## src/design/avi_riff_frame_indexer_defines.svh

```systemverilog
// Assertion macros used by the top-level design file
`ifndef AVI_RIFF_FRAME_INDEXER_DEFINES_SVH
`define AVI_RIFF_FRAME_INDEXER_DEFINES_SVH

// Implication checked on every rising clock edge outside reset
`define AFI_ASSERT_IMP(label, ante, cons, msg) \
	label: assert property (@(posedge clk) disable iff (!arst_n) (ante) |-> (cons)) \
		else $error(msg);

// Next-cycle implication checked outside reset
`define AFI_ASSERT_NXT(label, ante, cons, msg) \
	label: assert property (@(posedge clk) disable iff (!arst_n) (ante) |=> (cons)) \
		else $error(msg);

`endif

```

## src/design/afi_pkg.sv

```systemverilog
package afi_pkg;

	typedef enum logic [3:0] {
		PH_FILEHDR, PH_TOP_GAP, PH_TOP_HDR, PH_LIST_TYPE, PH_SUB_GAP,
		PH_SUB_HDR, PH_END, PH_BAD, PH_FINISHED
	} phase_t;

	typedef enum logic [1:0] {
		KIND_FRAME = 2'd0, KIND_HEADER = 2'd1, KIND_DONE = 2'd2
	} kind_t;

	typedef enum logic [1:0] {
		ST_OK = 2'd0, ST_BAD = 2'd1, ST_NOFRAMES = 2'd2
	} status_t;

	typedef enum logic [1:0] {
		LK_NONE = 2'd0, LK_HDRL = 2'd1, LK_MOVI = 2'd2, LK_OTHER = 2'd3
	} listk_t;

	localparam logic [31:0] TAG_RIFF = 32'h4646_4952;
	localparam logic [31:0] TAG_AVI  = 32'h2049_5641;
	localparam logic [31:0] TAG_LIST = 32'h5453_494C;
	localparam logic [31:0] TAG_HDRL = 32'h6C72_6468;
	localparam logic [31:0] TAG_MOVI = 32'h6976_6F6D;
	localparam logic [31:0] TAG_AVIH = 32'h6869_7661;
	localparam logic [31:0] TAG_00DC = 32'h6364_3030;
	localparam logic [31:0] TAG_00DB = 32'h6264_3030;
	localparam logic [19:0] FPS_NUM     = 20'd1000000;
	localparam logic [19:0] FPS_DEFAULT = 20'd15;
	localparam logic [32:0] AVIH_MIN    = 33'd56;
	localparam int          FRAME_CAP   = 1000;

	// One output record; last flag is appended by the top level
	typedef struct packed {
		logic [1:0]  kind;
		logic [9:0]  num;
		logic [31:0] off;
		logic [31:0] len;
		logic        inf;
		logic [31:0] w;
		logic [31:0] h;
		logic [19:0] fps;
		logic [1:0]  st;
	} rec_t;

	// Request to the divider and its answer
	typedef struct packed {
		logic        start;
		logic [31:0] den;
	} div_req_t;

	typedef struct packed {
		logic        busy;
		logic        done;
		logic [19:0] quo;
	} div_rsp_t;

endpackage

```

## src/design/afi_div.sv

```systemverilog
// Radix-2 restoring divider: 1000000 / den, one quotient bit per cycle
module afi_div
	import afi_pkg::*;
(
	input  logic     clk,
	input  logic     arst_n,
	input  div_req_t req,
	output div_rsp_t rsp
);

	logic [4:0]  cnt_q;
	logic        busy_q;
	logic        done_q;
	logic [19:0] quo_q;
	logic [32:0] rem_q;
	logic [31:0] den_q;
	logic [32:0] trial;

	// shift in the next dividend bit and try subtracting
	always_comb begin
		trial = {rem_q[31:0], FPS_NUM[cnt_q]};
	end

	always_ff @(posedge clk or negedge arst_n) begin
		if (!arst_n) begin
			busy_q <= 1'b0;
			done_q <= 1'b0;
			cnt_q  <= '0;
		end else begin
			done_q <= 1'b0;
			if (req.start) begin
				busy_q <= 1'b1;
				cnt_q  <= 5'd19;
			end else if (busy_q) begin
				if (cnt_q == 5'd0) begin
					busy_q <= 1'b0;
					done_q <= 1'b1;
				end else begin
					cnt_q <= cnt_q - 5'd1;
				end
			end
		end
	end

	always_ff @(posedge clk) begin
		if (req.start) begin
			den_q <= req.den;
			rem_q <= '0;
			quo_q <= '0;
		end else if (busy_q) begin
			if (trial >= {1'b0, den_q}) begin
				rem_q <= trial - {1'b0, den_q};
				quo_q <= {quo_q[18:0], 1'b1};
			end else begin
				rem_q <= trial;
				quo_q <= {quo_q[18:0], 1'b0};
			end
		end
	end

	assign rsp.busy = busy_q;
	assign rsp.done = done_q;
	assign rsp.quo  = quo_q;

endmodule

```

## src/design/avi_riff_frame_indexer.sv

```systemverilog
// A byte's records are written to the output queue when it is processed; a byte that
//   completes an avih capture with nonzero usec is first held while the bit-serial
//   divider computes fps. Its records (up to three) leave one per cycle while m_tready is high.
// Throughput: one byte per cycle while no records are queued and no divide is
//   pending; a new byte waits until the queue has drained and the divide is done.
// Reset (arst_n low): all parser state, file_length and the queue clear.
module avi_riff_frame_indexer
	import afi_pkg::*;
#(
	parameter int MAX_FRAMES = 1024
) (
	input  logic        clk,
	input  logic        arst_n,
	input  logic        cfg_valid,
	output logic        cfg_ready,
	input  logic [31:0] cfg_data,
	input  logic        s_tvalid,
	output logic        s_tready,
	input  logic [7:0]  s_tdata,     // file_byte
	output logic        m_tvalid,
	input  logic        m_tready,
	// [9:0] frame_number, [41:10] frame_offset, [73:42] frame_length,
	// [74] frame_in_file, [106:75] video_width, [138:107] video_height,
	// [158:139] frames_per_second, [160:159] done_status, zero fill to 167
	output logic [167:0] m_tdata,
	output logic [1:0]  m_tuser,     // record_kind
	output logic        m_tlast      // last_of_run
);
	`include "avi_riff_frame_indexer_defines.svh"

	localparam int LIMIT = (MAX_FRAMES < FRAME_CAP) ? MAX_FRAMES : FRAME_CAP;

	phase_t      ph_q;
	logic [32:0] pos_q, left_q, lend_q;
	logic [63:0] hs_q;
	listk_t      lk_q;
	logic [10:0] nfr_q;
	logic [31:0] usec_q, wid_q, hgt_q, flen_q;
	logic [32:0] cbase_q;
	logic        cval_q, stop_q;

	// output queue; it only ever holds the records of one byte
	rec_t        q_rec_q [3];
	logic [1:0]  q_cnt_q;

	// held byte waiting on the divider
	logic        wait_q;
	logic [7:0]  hold_q;

	div_req_t    dreq;
	div_rsp_t    drsp;

	afi_div u_div (.clk(clk), .arst_n(arst_n), .req(dreq), .rsp(drsp));

	logic [7:0]  v;
	logic        go;
	logic        cap_fire;
	logic [32:0] coff;
	logic [31:0] usec_n;

	// Byte processing combinational results
	phase_t      ph_n;
	logic [32:0] left_n, lend_n;
	logic [63:0] hs_n;
	listk_t      lk_n;
	logic [10:0] nfr_n;
	logic [31:0] wid_n, hgt_n;
	logic [32:0] cbase_n;
	logic        cval_n, stop_n;
	rec_t        r_hdr, r_frm, r_done;
	logic        e_hdr, e_frm, e_done;
	logic [32:0] p, cs, flen33, b;
	logic [31:0] id, ty;
	logic [33:0] sum34;
	logic        walk;

	assign v      = wait_q ? hold_q : s_tdata;
	assign flen33 = {1'b0, flen_q};
	assign b      = pos_q;
	assign coff   = pos_q - cbase_q;
	assign cap_fire = cval_q && (pos_q >= cbase_q) && (coff >= 33'd39);

	// usec after this byte's capture
	always_comb begin
		usec_n = usec_q;
		if (cval_q && pos_q >= cbase_q && coff < 33'd4)
			usec_n = usec_q | ({24'd0, v} << {coff[1:0], 3'b000});
	end

	// a byte is accepted when queue empty and no divide pending
	assign s_tready = (q_cnt_q == 2'd0) && !wait_q && !drsp.busy && !drsp.done;
	assign cfg_ready = 1'b1;
	// process now: plain byte, or held byte once quotient is ready
	assign go = (s_tvalid && s_tready && !(cap_fire && usec_n != 32'd0 &&
		ph_q != PH_FINISHED)) || (wait_q && drsp.done);

	assign dreq.start = s_tvalid && s_tready && cap_fire && usec_n != 32'd0 &&
		ph_q != PH_FINISHED;
	assign dreq.den   = usec_n;

	// Parser step: phase walk with at most three internal hops
	always_comb begin
		ph_n = ph_q; left_n = left_q; lend_n = lend_q; hs_n = hs_q; lk_n = lk_q;
		nfr_n = nfr_q; wid_n = wid_q; hgt_n = hgt_q; cbase_n = cbase_q;
		cval_n = cval_q; stop_n = stop_q;
		e_hdr = 1'b0; e_frm = 1'b0; e_done = 1'b0;
		r_hdr = '0; r_frm = '0; r_done = '0;
		p = '0; cs = '0; id = '0; ty = '0; sum34 = '0;
		walk = 1'b1;

		// capture
		if (cval_q && pos_q >= cbase_q) begin
			if (coff >= 33'd32 && coff < 33'd36)
				wid_n = wid_q | ({24'd0, v} << {coff[1:0], 3'b000});
			else if (coff >= 33'd36 && coff < 33'd40)
				hgt_n = hgt_q | ({24'd0, v} << {coff[1:0], 3'b000});
			if (coff >= 33'd39) begin
				e_hdr = 1'b1;
				r_hdr.kind = KIND_HEADER;
				r_hdr.w = wid_n;
				r_hdr.h = hgt_n;
				r_hdr.fps = (usec_n == 32'd0) ? FPS_DEFAULT : drsp.quo;
				cval_n = 1'b0;
			end
		end

		for (int it = 0; it < 3; it++) begin
			if (walk) begin
				case (ph_n)
					PH_FILEHDR: begin
						hs_n = {v, hs_n[63:8]};
						if (b == 33'd3 && hs_n[63:32] != TAG_RIFF) ph_n = PH_BAD;
						else if (b == 33'd11) begin
							if (hs_n[63:32] == TAG_AVI) begin
								ph_n = PH_TOP_GAP; left_n = '0;
							end else ph_n = PH_BAD;
						end
						walk = 1'b0;
					end
					PH_TOP_GAP: begin
						if (left_n != '0) begin
							left_n = left_n - 33'd1; walk = 1'b0;
						end else if ({1'b0, b} + 34'd8 <= {1'b0, flen33}) begin
							ph_n = PH_TOP_HDR; left_n = 33'd8;
						end else begin
							ph_n = PH_END; walk = 1'b0;
						end
					end
					PH_SUB_GAP: begin
						if (b >= lend_n) begin
							ph_n = PH_TOP_GAP; left_n = '0;
						end else if (left_n != '0) begin
							left_n = left_n - 33'd1; walk = 1'b0;
						end else if ({1'b0, b} + 34'd8 < {1'b0, lend_n}) begin
							ph_n = PH_SUB_HDR; left_n = 33'd8;
						end else begin
							// burns rest of list: one byte now, rest counted
							left_n = lend_n - b - 33'd1; walk = 1'b0;
						end
					end
					PH_TOP_HDR, PH_LIST_TYPE, PH_SUB_HDR: begin
						hs_n = {v, hs_n[63:8]};
						left_n = left_n - 33'd1;
						walk = 1'b0;
						if (left_n == '0) begin
							p  = b - 33'd7;
							id = hs_n[31:0];
							cs = {1'b0, hs_n[63:32]};
							ty = hs_n[63:32];
							if (ph_n == PH_TOP_HDR) begin
								sum34 = {1'b0, p} + 34'd8;
								if (sum34 > {1'b0, flen33} ||
									{1'b0, cs} > {1'b0, flen33} - sum34) begin
									ph_n = PH_END; stop_n = 1'b1;
								end else if (id == TAG_LIST) begin
									if (cs < 33'd4) begin
										if ({1'b0, p} + 34'd12 > {1'b0, flen33})
											ph_n = PH_END;
										else begin
											left_n = cs; ph_n = PH_TOP_GAP;
										end
									end else begin
										lend_n = p + 33'd8 + cs;
										left_n = 33'd4; ph_n = PH_LIST_TYPE;
									end
								end else begin
									left_n = cs + {32'd0, p[0] ^ cs[0]};
									ph_n = PH_TOP_GAP;
								end
							end else if (ph_n == PH_LIST_TYPE) begin
								if (ty == TAG_HDRL) lk_n = LK_HDRL;
								else if (ty == TAG_MOVI) lk_n = LK_MOVI;
								else lk_n = LK_OTHER;
								if (lk_n == LK_OTHER) begin
									left_n = lend_n - b - 33'd1; ph_n = PH_TOP_GAP;
								end else begin
									left_n = '0; ph_n = PH_SUB_GAP;
								end
							end else begin
								if (lk_q == LK_HDRL && id == TAG_AVIH && cs >= AVIH_MIN) begin
									cval_n = 1'b1; cbase_n = p + 33'd8;
									wid_n = '0; hgt_n = '0;
								end
								if (lk_q == LK_MOVI && (id == TAG_00DC || id == TAG_00DB) &&
									nfr_q < 11'(LIMIT)) begin
									e_frm = 1'b1;
									r_frm.kind = KIND_FRAME;
									r_frm.num = nfr_q[9:0];
									r_frm.off = 32'(p + 33'd8);
									r_frm.len = cs[31:0];
									r_frm.inf = ({1'b0, p} + 34'd8 + {1'b0, cs}) <=
										{1'b0, flen33};
									nfr_n = nfr_q + 11'd1;
								end
								left_n = cs + {32'd0, p[0] ^ cs[0]};
								if (left_n > lend_n - b - 33'd1)
									left_n = lend_n - b - 33'd1;
								ph_n = PH_SUB_GAP;
							end
						end
					end
					default: walk = 1'b0;
				endcase
			end
		end

		// file end
		if (b + 33'd1 >= flen33) begin
			e_done = 1'b1;
			r_done.kind = KIND_DONE;
			r_done.num = nfr_n[9:0];
			if (flen_q < 32'd12 || ph_n == PH_FILEHDR || ph_n == PH_BAD)
				r_done.st = ST_BAD;
			else if (nfr_n == '0) r_done.st = ST_NOFRAMES;
			else r_done.st = ST_OK;
			ph_n = PH_FINISHED;
		end
	end

	// State update
	always_ff @(posedge clk or negedge arst_n) begin
		if (!arst_n) begin
			ph_q <= PH_FILEHDR; pos_q <= '0; left_q <= '0; lend_q <= '0;
			hs_q <= '0; lk_q <= LK_NONE; nfr_q <= '0; usec_q <= '0;
			wid_q <= '0; hgt_q <= '0; cbase_q <= '0; cval_q <= 1'b0;
			stop_q <= 1'b0; flen_q <= '0; wait_q <= 1'b0; hold_q <= '0;
			q_cnt_q <= '0;
		end else begin
			if (cfg_valid && cfg_ready) flen_q <= cfg_data;
			if (dreq.start) begin
				wait_q <= 1'b1; hold_q <= s_tdata;
			end
			if (q_cnt_q != 2'd0 && m_tready) begin
				q_rec_q[0] <= q_rec_q[1];
				q_rec_q[1] <= q_rec_q[2];
				q_cnt_q <= q_cnt_q - 2'd1;
			end
			if (go) begin
				wait_q <= 1'b0;
				if (ph_q != PH_FINISHED) begin
					ph_q <= ph_n; left_q <= left_n; lend_q <= lend_n; hs_q <= hs_n;
					lk_q <= lk_n; nfr_q <= nfr_n; usec_q <= cval_n ? usec_n : usec_n;
					wid_q <= wid_n; hgt_q <= hgt_n; cbase_q <= cbase_n;
					cval_q <= cval_n; stop_q <= stop_n;
					if (cval_n && !cval_q) usec_q <= '0;
					else if (cval_n && cbase_n != cbase_q) usec_q <= '0;
					// queue is empty here; fill in order header, frame, done
					q_rec_q[0] <= e_hdr ? r_hdr : (e_frm ? r_frm : r_done);
					q_rec_q[1] <= (e_hdr && e_frm) ? r_frm : r_done;
					q_rec_q[2] <= r_done;
					q_cnt_q <= 2'({1'b0, e_hdr} + {1'b0, e_frm} + {1'b0, e_done});
				end
				pos_q <= pos_q + 33'd1;
			end
		end
	end

	assign m_tvalid = q_cnt_q != 2'd0;
	assign m_tuser  = q_rec_q[0].kind;
	assign m_tlast  = q_cnt_q == 2'd1;
	assign m_tdata  = {7'd0, q_rec_q[0].st, q_rec_q[0].fps, q_rec_q[0].h,
		q_rec_q[0].w, q_rec_q[0].inf, q_rec_q[0].len, q_rec_q[0].off, q_rec_q[0].num};

	`AFI_ASSERT_IMP(a_no_accept_busy, drsp.busy, !s_tready, "accept during divide")
	`AFI_ASSERT_IMP(a_q_blocks, m_tvalid, !s_tready, "accept while records queued")
	`AFI_ASSERT_NXT(a_div_held, dreq.start, wait_q, "divide without held byte")
	`AFI_ASSERT_IMP(a_fin_stays, $past(ph_q) == PH_FINISHED && $past(arst_n),
		ph_q == PH_FINISHED, "finished phase left")

endmodule
```

## config.mk

```make
export PLATFORM = sky130hd
export DESIGN_NAME = avi_riff_frame_indexer
export DESIGN_NICKNAME = d
export VERILOG_FILES = /design/src/design/afi_pkg.sv /design/src/design/afi_div.sv /design/src/design/avi_riff_frame_indexer.sv
export VERILOG_INCLUDE_DIRS = /design/src /design/src/design
export SDC_FILE = /design/constraint.sdc
export NUM_CORES = 2
export LEC_CHECK = 0
export BUFFER_PORTS_ARGS = -buffer_cell sky130_fd_sc_hd__buf_2
export CAP_MARGIN = 25
export CORE_MARGIN = 8
export CORE_UTILIZATION = 40
export DETAILED_ROUTE_END_ITERATION = 12
export HOLD_SLACK_MARGIN = 0.15
export PLACE_DENSITY_LB_ADDON = 0.05
export SLEW_MARGIN = 20
export SYNTH_ARGS = -nofsm -noshare
export SYNTH_HDL_FRONTEND = slang
export SYNTH_HIERARCHICAL = 1
export SYNTH_SLANG_ARGS = --single-unit
```

## constraint.sdc

```tcl
create_clock -name clk -period 25.8 [get_ports clk]
set_clock_uncertainty 0.1 [all_clocks]
set_input_delay 5.16 -clock clk [delete_from_list [all_inputs] [get_ports clk]]
set_output_delay 5.16 -clock clk [all_outputs]
set_load 0.01 [all_outputs]
```

### Yosys cells after proc, flatten, opt, wreduce, memory -nomap -nowiden

Memory sizes are Yosys's and may differ from the RTL's.
Cells that the tools add are included.

* add/sub/neg operators: 32
* magnitude comparators: 36
* equality and inequality tests: 51
* shifts and indexed selects: 1
* muxes and demuxes: 348
* bitwise operators: 8
* reduce and logical (&&, ||, !) cells: 77

Operators by type and width (number)
* $mux 33: 90
* $mux 32: 45
* $mux 77: 12
* $mux 163: 5
* $eq 32x31->1 const B: 18
* $pmux 33 s4: 3
* $mux 75: 5
* $mux 64: 5
* $sub 33x1->33 const B: 6
* $mux 11: 17
* $mux 84: 2
* $mux 4: 38
* $le 34x32->1: 4
* $ge 33x33->1: 4
* $sub 33x33->33: 4
* $add 33x4->34 const B: 3
* $add 34x32->34: 3
* $gt 32x34->1: 3
* $lt 34x33->1: 3
* $add 32x1->33: 3
* $add 33x32->33: 3
* $ge 33x6->1 const B: 3
* $gt 33x33->1: 3
* $logic_not 33->1: 3
* other kinds (58): 268

* register bits: 444
* memory bits (writable): 489
* ROM bits: 32
* input bits: 45
* output and inout port bits: 174
* logic and storage cells: 577
* memories kept: 2

Memory list
* q_rec_q: words 3, width 163, read ports 3, clocked after Yosys merged registers in 0, write ports 3, line avi_riff_frame_indexer.sv:43 `rec_t q_rec_q [3];`
* (name not given): words 32, width 1, read ports 1, clocked after Yosys merged registers in 0, write ports 0, line afi_div.sv:21 `trial = {rem_q[31:0], FPS_NUM[cnt_q]};`

### Logic depth before layout (Yosys ltp)

* depth after elaboration: 48
* depth in mapped cells: 102
* depth with buffers taken out: 93

### Cells and area by module

Netlist, hierarchy kept.

By module, submodules not included
* avi_riff_frame_indexer: instances 1, cells each 8516, area each 66860.4 um^2
* afi_div: instances 1, cells each 573, area each 5435.2 um^2

### Worst setup path before layout

No wires, ideal clock.

* path kind: input -> register
* start point: in s_tdata[0]
* end point: reg left_q[10]
* setup time: 0.082 ns
* arrival time: 19.693 ns
* required time: 25.618 ns
* setup slack: 5.925 ns
* stages: 77
* path buffers: 9
* cells stage by stage: mux2i_1 -> clkinv_1 -> nand2_1 -> nor3_1 -> nand2_1 -> xnor2_1 -> ha_1 -> nand4_1 -> nor4_1 -> nand3_1 -> o221ai_1 -> o21ai_1 -> clkbuf_1 -> clkbuf_1 -> nand2_1 -> o211ai_1 -> a222oi_1 -> a22o_1 -> (+41 left out) -> ha_1 -> a21oi_1 -> nor2b_1 -> o21ai_0 -> nand2b_1 -> a21oi_1 -> nor2b_1 -> o21ai_0 -> nand2b_1 -> a221oi_1 -> a41o_1 -> a21boi_1 -> a21o_1 -> clkbuf_1 -> clkbuf_1 -> a21oi_1 -> nand4b_1 -> a31oi_1

* cells in the longest elaborated chain, start to end: 33
* elaborated cells on any way between the ends: 197
* classes of those cells: add/sub: 11; order compare: 13; eq/ne: 26; shift: 1; mux: 122; bitwise: 2; reduce/logical: 22

RTL lines
* start, declared: line avi_riff_frame_indexer.sv:19 `input logic [7:0] s_tdata,`
* $mux 8 (*): line avi_riff_frame_indexer.sv:77 `assign v = wait_q ? hold_q : s_tdata;`
* branches (longest 32 deep; another with $add 32x1->33)
* end signal, assigned: line avi_riff_frame_indexer.sv:261 `ph_q <= ph_n; left_q <= left_n; lend_q <= lend_n; hs_q <= hs_n;`
* end, declared: line avi_riff_frame_indexer.sv:34 `logic [32:0] pos_q, left_q, lend_q;`

Every way passes the cells marked *. The select of a mux whose other input is x is not followed.
A chain may end at the register's enable or synchronous reset.

### Final worst setup path

* start point: reg pos_q[0], in the netlist b[0]
* end point: reg left_q[3]

* cells in the longest elaborated chain, start to end: 29
* elaborated cells on any way between the ends: 205
* classes of those cells: add/sub: 20; order compare: 19; eq/ne: 18; shift: 1; mux: 118; bitwise: 4; reduce/logical: 25

RTL lines
* start, declared: line avi_riff_frame_indexer.sv:34
* start signal, assigned: line avi_riff_frame_indexer.sv:273 `pos_q <= pos_q + 33'd1;`
* branches (longest 29 deep; another with $add 33x4->34)

Several ways; the timed one is not identified. The select of a mux whose other input is x is not followed.

==> flow_summary.toml <==
[status]
outcome = "complete, no violations"

[global_route]
grt_pass1_wl_um = 586000
grt_max_degree = 169
grt_usage_pct = 42.6
grt_pass1_vias = 72000
antenna_found_initial = 32
overflow = 0

[clock_network]
ctsResizeCount = 0
clock_latency_ps = 750
clk_path_buf_depth = 3
clk_pin_slew_ps = 70
cts_setup_buffers = 0
htree_levels = 3
clock-sinks = 690
cts_tree = "built"
cts_made_buffers = 84
holdBufCountCts = 0
root_buffer = "clkbuf_16"

[logic_synthesis]
synth_sequential_area_ratio_pct = 25.5
syn_avg_cell_area_sq_um = 7.95
synth_fa_ha_area_share_pct = 13.4
synth-xor-area-share_pct = 7.41
synth_warnings = 6
synthFlopType = "dfrtp_1"
synthArstFlopShare_pct = 51.0
synth_top_family_by_area = "compound AO/OA/AOI/OAI gates"
synth_area_sq_mm = 0.0723
synth_edf_count = 286
syn_inst = 9089
synth-compound-area-share_pct = 22.7
synth-seq-cells = 690
yosysUniqueCellTypes = 124
synth-simple-area-share_pct = 21.1
synth_mux_area_share_pct = 2.91

[placement]
port-buffer-count = 210
place_area_sq_mm = 0.0766
post-dp-hpwl_um = 346000
routabilityCongestion = 1.08
dpl_worst_slack_ps = 2660

[critical_path]
end_kind = "register"
critPathKind = "reg2reg"
path_max_fanout = 29
max_stage_delay_ps = 1050
cpMostUsedCell = "o21ai_0"
startpoint_type = "register"
cp.arrival_ps = 24380
rrSetupSlack_ps = 1960
cp_slowest_cell = "ha_1"
crit_required_ps = 26340

[drt]
first_pass_iters = 7
via_per_inst = 6.64
drt_iter0_drc = 10100
vias = 76900
routed_wirelength_um = 431000
route.detailed.drc = 0
ant_nets = 0
wl_per_cell_um = 37.2

[final_layout]
synthToLayoutAreaGrowth_pct = 10.2
layout.nets = 9942
multi_input_area_sq_mm = 0.0494
drive_gt1_share_pct = 10.8
register_area_sq_mm = 0.0184
final_common_cell = "nor2_1"
stdcell_area_sq_mm = 0.0797
mostFrequentLayoutCells = "913 x nor2_1, 840 x nand2_1, 749 x ha_1"
fillers = 18100

[sta]
setup_ws_ps = 1960
fin_crit_sh_pct = 92.4
hold_viol = 0
fmax_ghz = 0.0419
setup_violations = 0
fin_setup_tns_ps = 0
worstMarginPinSlew_ps = 1260
drv_slew = 0
rsz0062_at_grt = "no"
min_period_ps = 23840
slew_headroom_pct = 15.5

[die]
rows = 156
fp.dieH_um = 441
core-area_sq_mm = 0.180
fp.dieArea_sq_mm = 0.195
initial_core_util_pct = 40.1
ios = 219
chipWidth_um = 441

[power_and_ir_drop]
ir_drop_mv = 0.0773
power_switching_mw = 3.57
p_leak_nw = 34.5
power_frac_clock_pct = 18.6
pwr-share-seq_pct = 17.4
switching_share_pct = 51.6
pwr-share-comb_pct = 64.0
power.density_mw_per_mm2 = 86.8
internal_power_mw = 3.35

[hold_path]
hp-class = "reg2reg"

[run]
maxCapViolations = 0
[cells by family (layout without fill, tap and decap cells)]
logic type | Yosys count | after routing
AO/OA/AOI/OAI | 2520 | 2520
adder cells (fa/ha/maj) | 767 | 767
XOR/XNOR | 609 | 609
AND/OR/NAND/NOR | 3147 | 3147
other | 2 | 25
multiplexers | 205 | 205
buffers and inverters | 1149 | 1262
flip-flops | 690 | 690
[layout make-up]
| class | count | share of cell area (%) |
|---|---|---|
| diodes | 17 | 0.0534 |
| clock buffers | 112 | 2.95 |
| clock inverters | 44 | 0.761 |
| inverters | 533 | 2.51 |
| multi-input cells | 7256 | 62.0 |
| flip-flops and latches | 690 | 23.1 |
| well taps | 2370 | 3.72 |
| repair buffers | 573 | 4.86 |
[state kept, by name, summed over array words and instances (netlist names), 5 cells and up]
| name | count |
|---|---|
| q_rec_q | 254 |
| hs_q | 56 |
| b | 33 |
| cbase_q | 33 |
| left_q | 33 |
| lend_q | 33 |
| flen_q | 32 |
| hgt_q | 32 |
| u_div/den_q | 32 |
| u_div/rem_q | 32 |
| usec_q | 32 |
| wid_q | 32 |
| u_div/quo_q | 20 |
| nfr_q | 11 |
| hold_q | 8 |
| u_div/cnt_q | 5 |
[power by group through the flow]
stage	Combinational [mW]	Sequential, mW	Clock, mW
global placement	4.19	1.22	0
global route	4.68	1.20	1.34
floorplan	2.61	1.19	0
CTS	4.24	1.20	1.30
detailed placement	4.21	1.22	0
finish	4.43	1.20	1.29
[routing by layer]
layer,track usage (%),vias up,share of wire (%)
li1,-,33100,-
met1,52.0,37700,38
met2,62.7,4928,41
met3,14.1,1267,11
met4,30.3,19,9.1
met5,0.595,-,0.083
[synth_stat cells, drive strengths merged (52+ instances only)]
| library cell | number | area (sq um) |
|---|---|---|
| a211oi | 106 | 811 |
| a21o | 197 | 1480 |
| a21oi | 705 | 3570 |
| a31oi | 76 | 516 |
| and2 | 71 | 444 |
| and3 | 77 | 482 |
| buf | 245 | 1670 |
| clkbuf | 371 | 1390 |
| dfrtp | 352 | 8810 |
| dfxtp | 52 | 1040 |
| edfxtp | 286 | 8590 |
| ha | 749 | 9370 |
| inv | 525 | 1970 |
| mux2i | 162 | 1620 |
| nand2 | 844 | 3170 |
| nand2b | 98 | 613 |
| nand3 | 211 | 1070 |
| nand4 | 211 | 1340 |
| nor2 | 924 | 3470 |
| nor2b | 77 | 482 |
| nor3 | 225 | 1150 |
| nor4 | 149 | 1010 |
| o211ai | 85 | 643 |
| o21a | 75 | 571 |
| o21ai | 575 | 2890 |
| o21bai | 66 | 495 |
| o31ai | 106 | 831 |
| or2 | 53 | 332 |
| or3 | 54 | 338 |
| xnor2 | 473 | 4140 |
| xor2 | 135 | 1190 |
[metrics by stage]
stage | cells | total power [mW] | hold slack, ps | utilization (%)
6_report | 11600 | 6.92 | 381 | 44.2
5_1_grt | 11600 | 7.22 | 412 | 44.2
4_1_cts | 11600 | 6.74 | 383 | 44.1
3_5_place_dp | 11400 | 5.43 | 370 | 42.5
3_3_place_gp | 11400 | 5.41 | 362 | 42.4
2_1_floorplan | 9095 | 3.79 | 343 | -
[critical path: cells and delay by family (launching register included)]
kind,cells,cell delay (ps)
flops,1,990
simple gates,26,4720
buf+inv,7,1480
mux,3,1290
compound gates,44,10660
fa+ha+maj,8,3100
xor+xnor,4,1350
[final timing paths]
path / startpoint / to / depth (start not counted)
setup / recovery: b[0] / left_q[3] / 92
hold / removal: cbase_q[16] / cbase_q[16] / 2
setup reg to reg: b[0] / left_q[3] / 92
hold reg to reg: cbase_q[16] / cbase_q[16] / 2
max in group asynchronous: arst_n / wid_q[17] / 3
min in group asynchronous: arst_n / b[21] / 1
No activity file was read; power rests on OpenSTA's default activity.
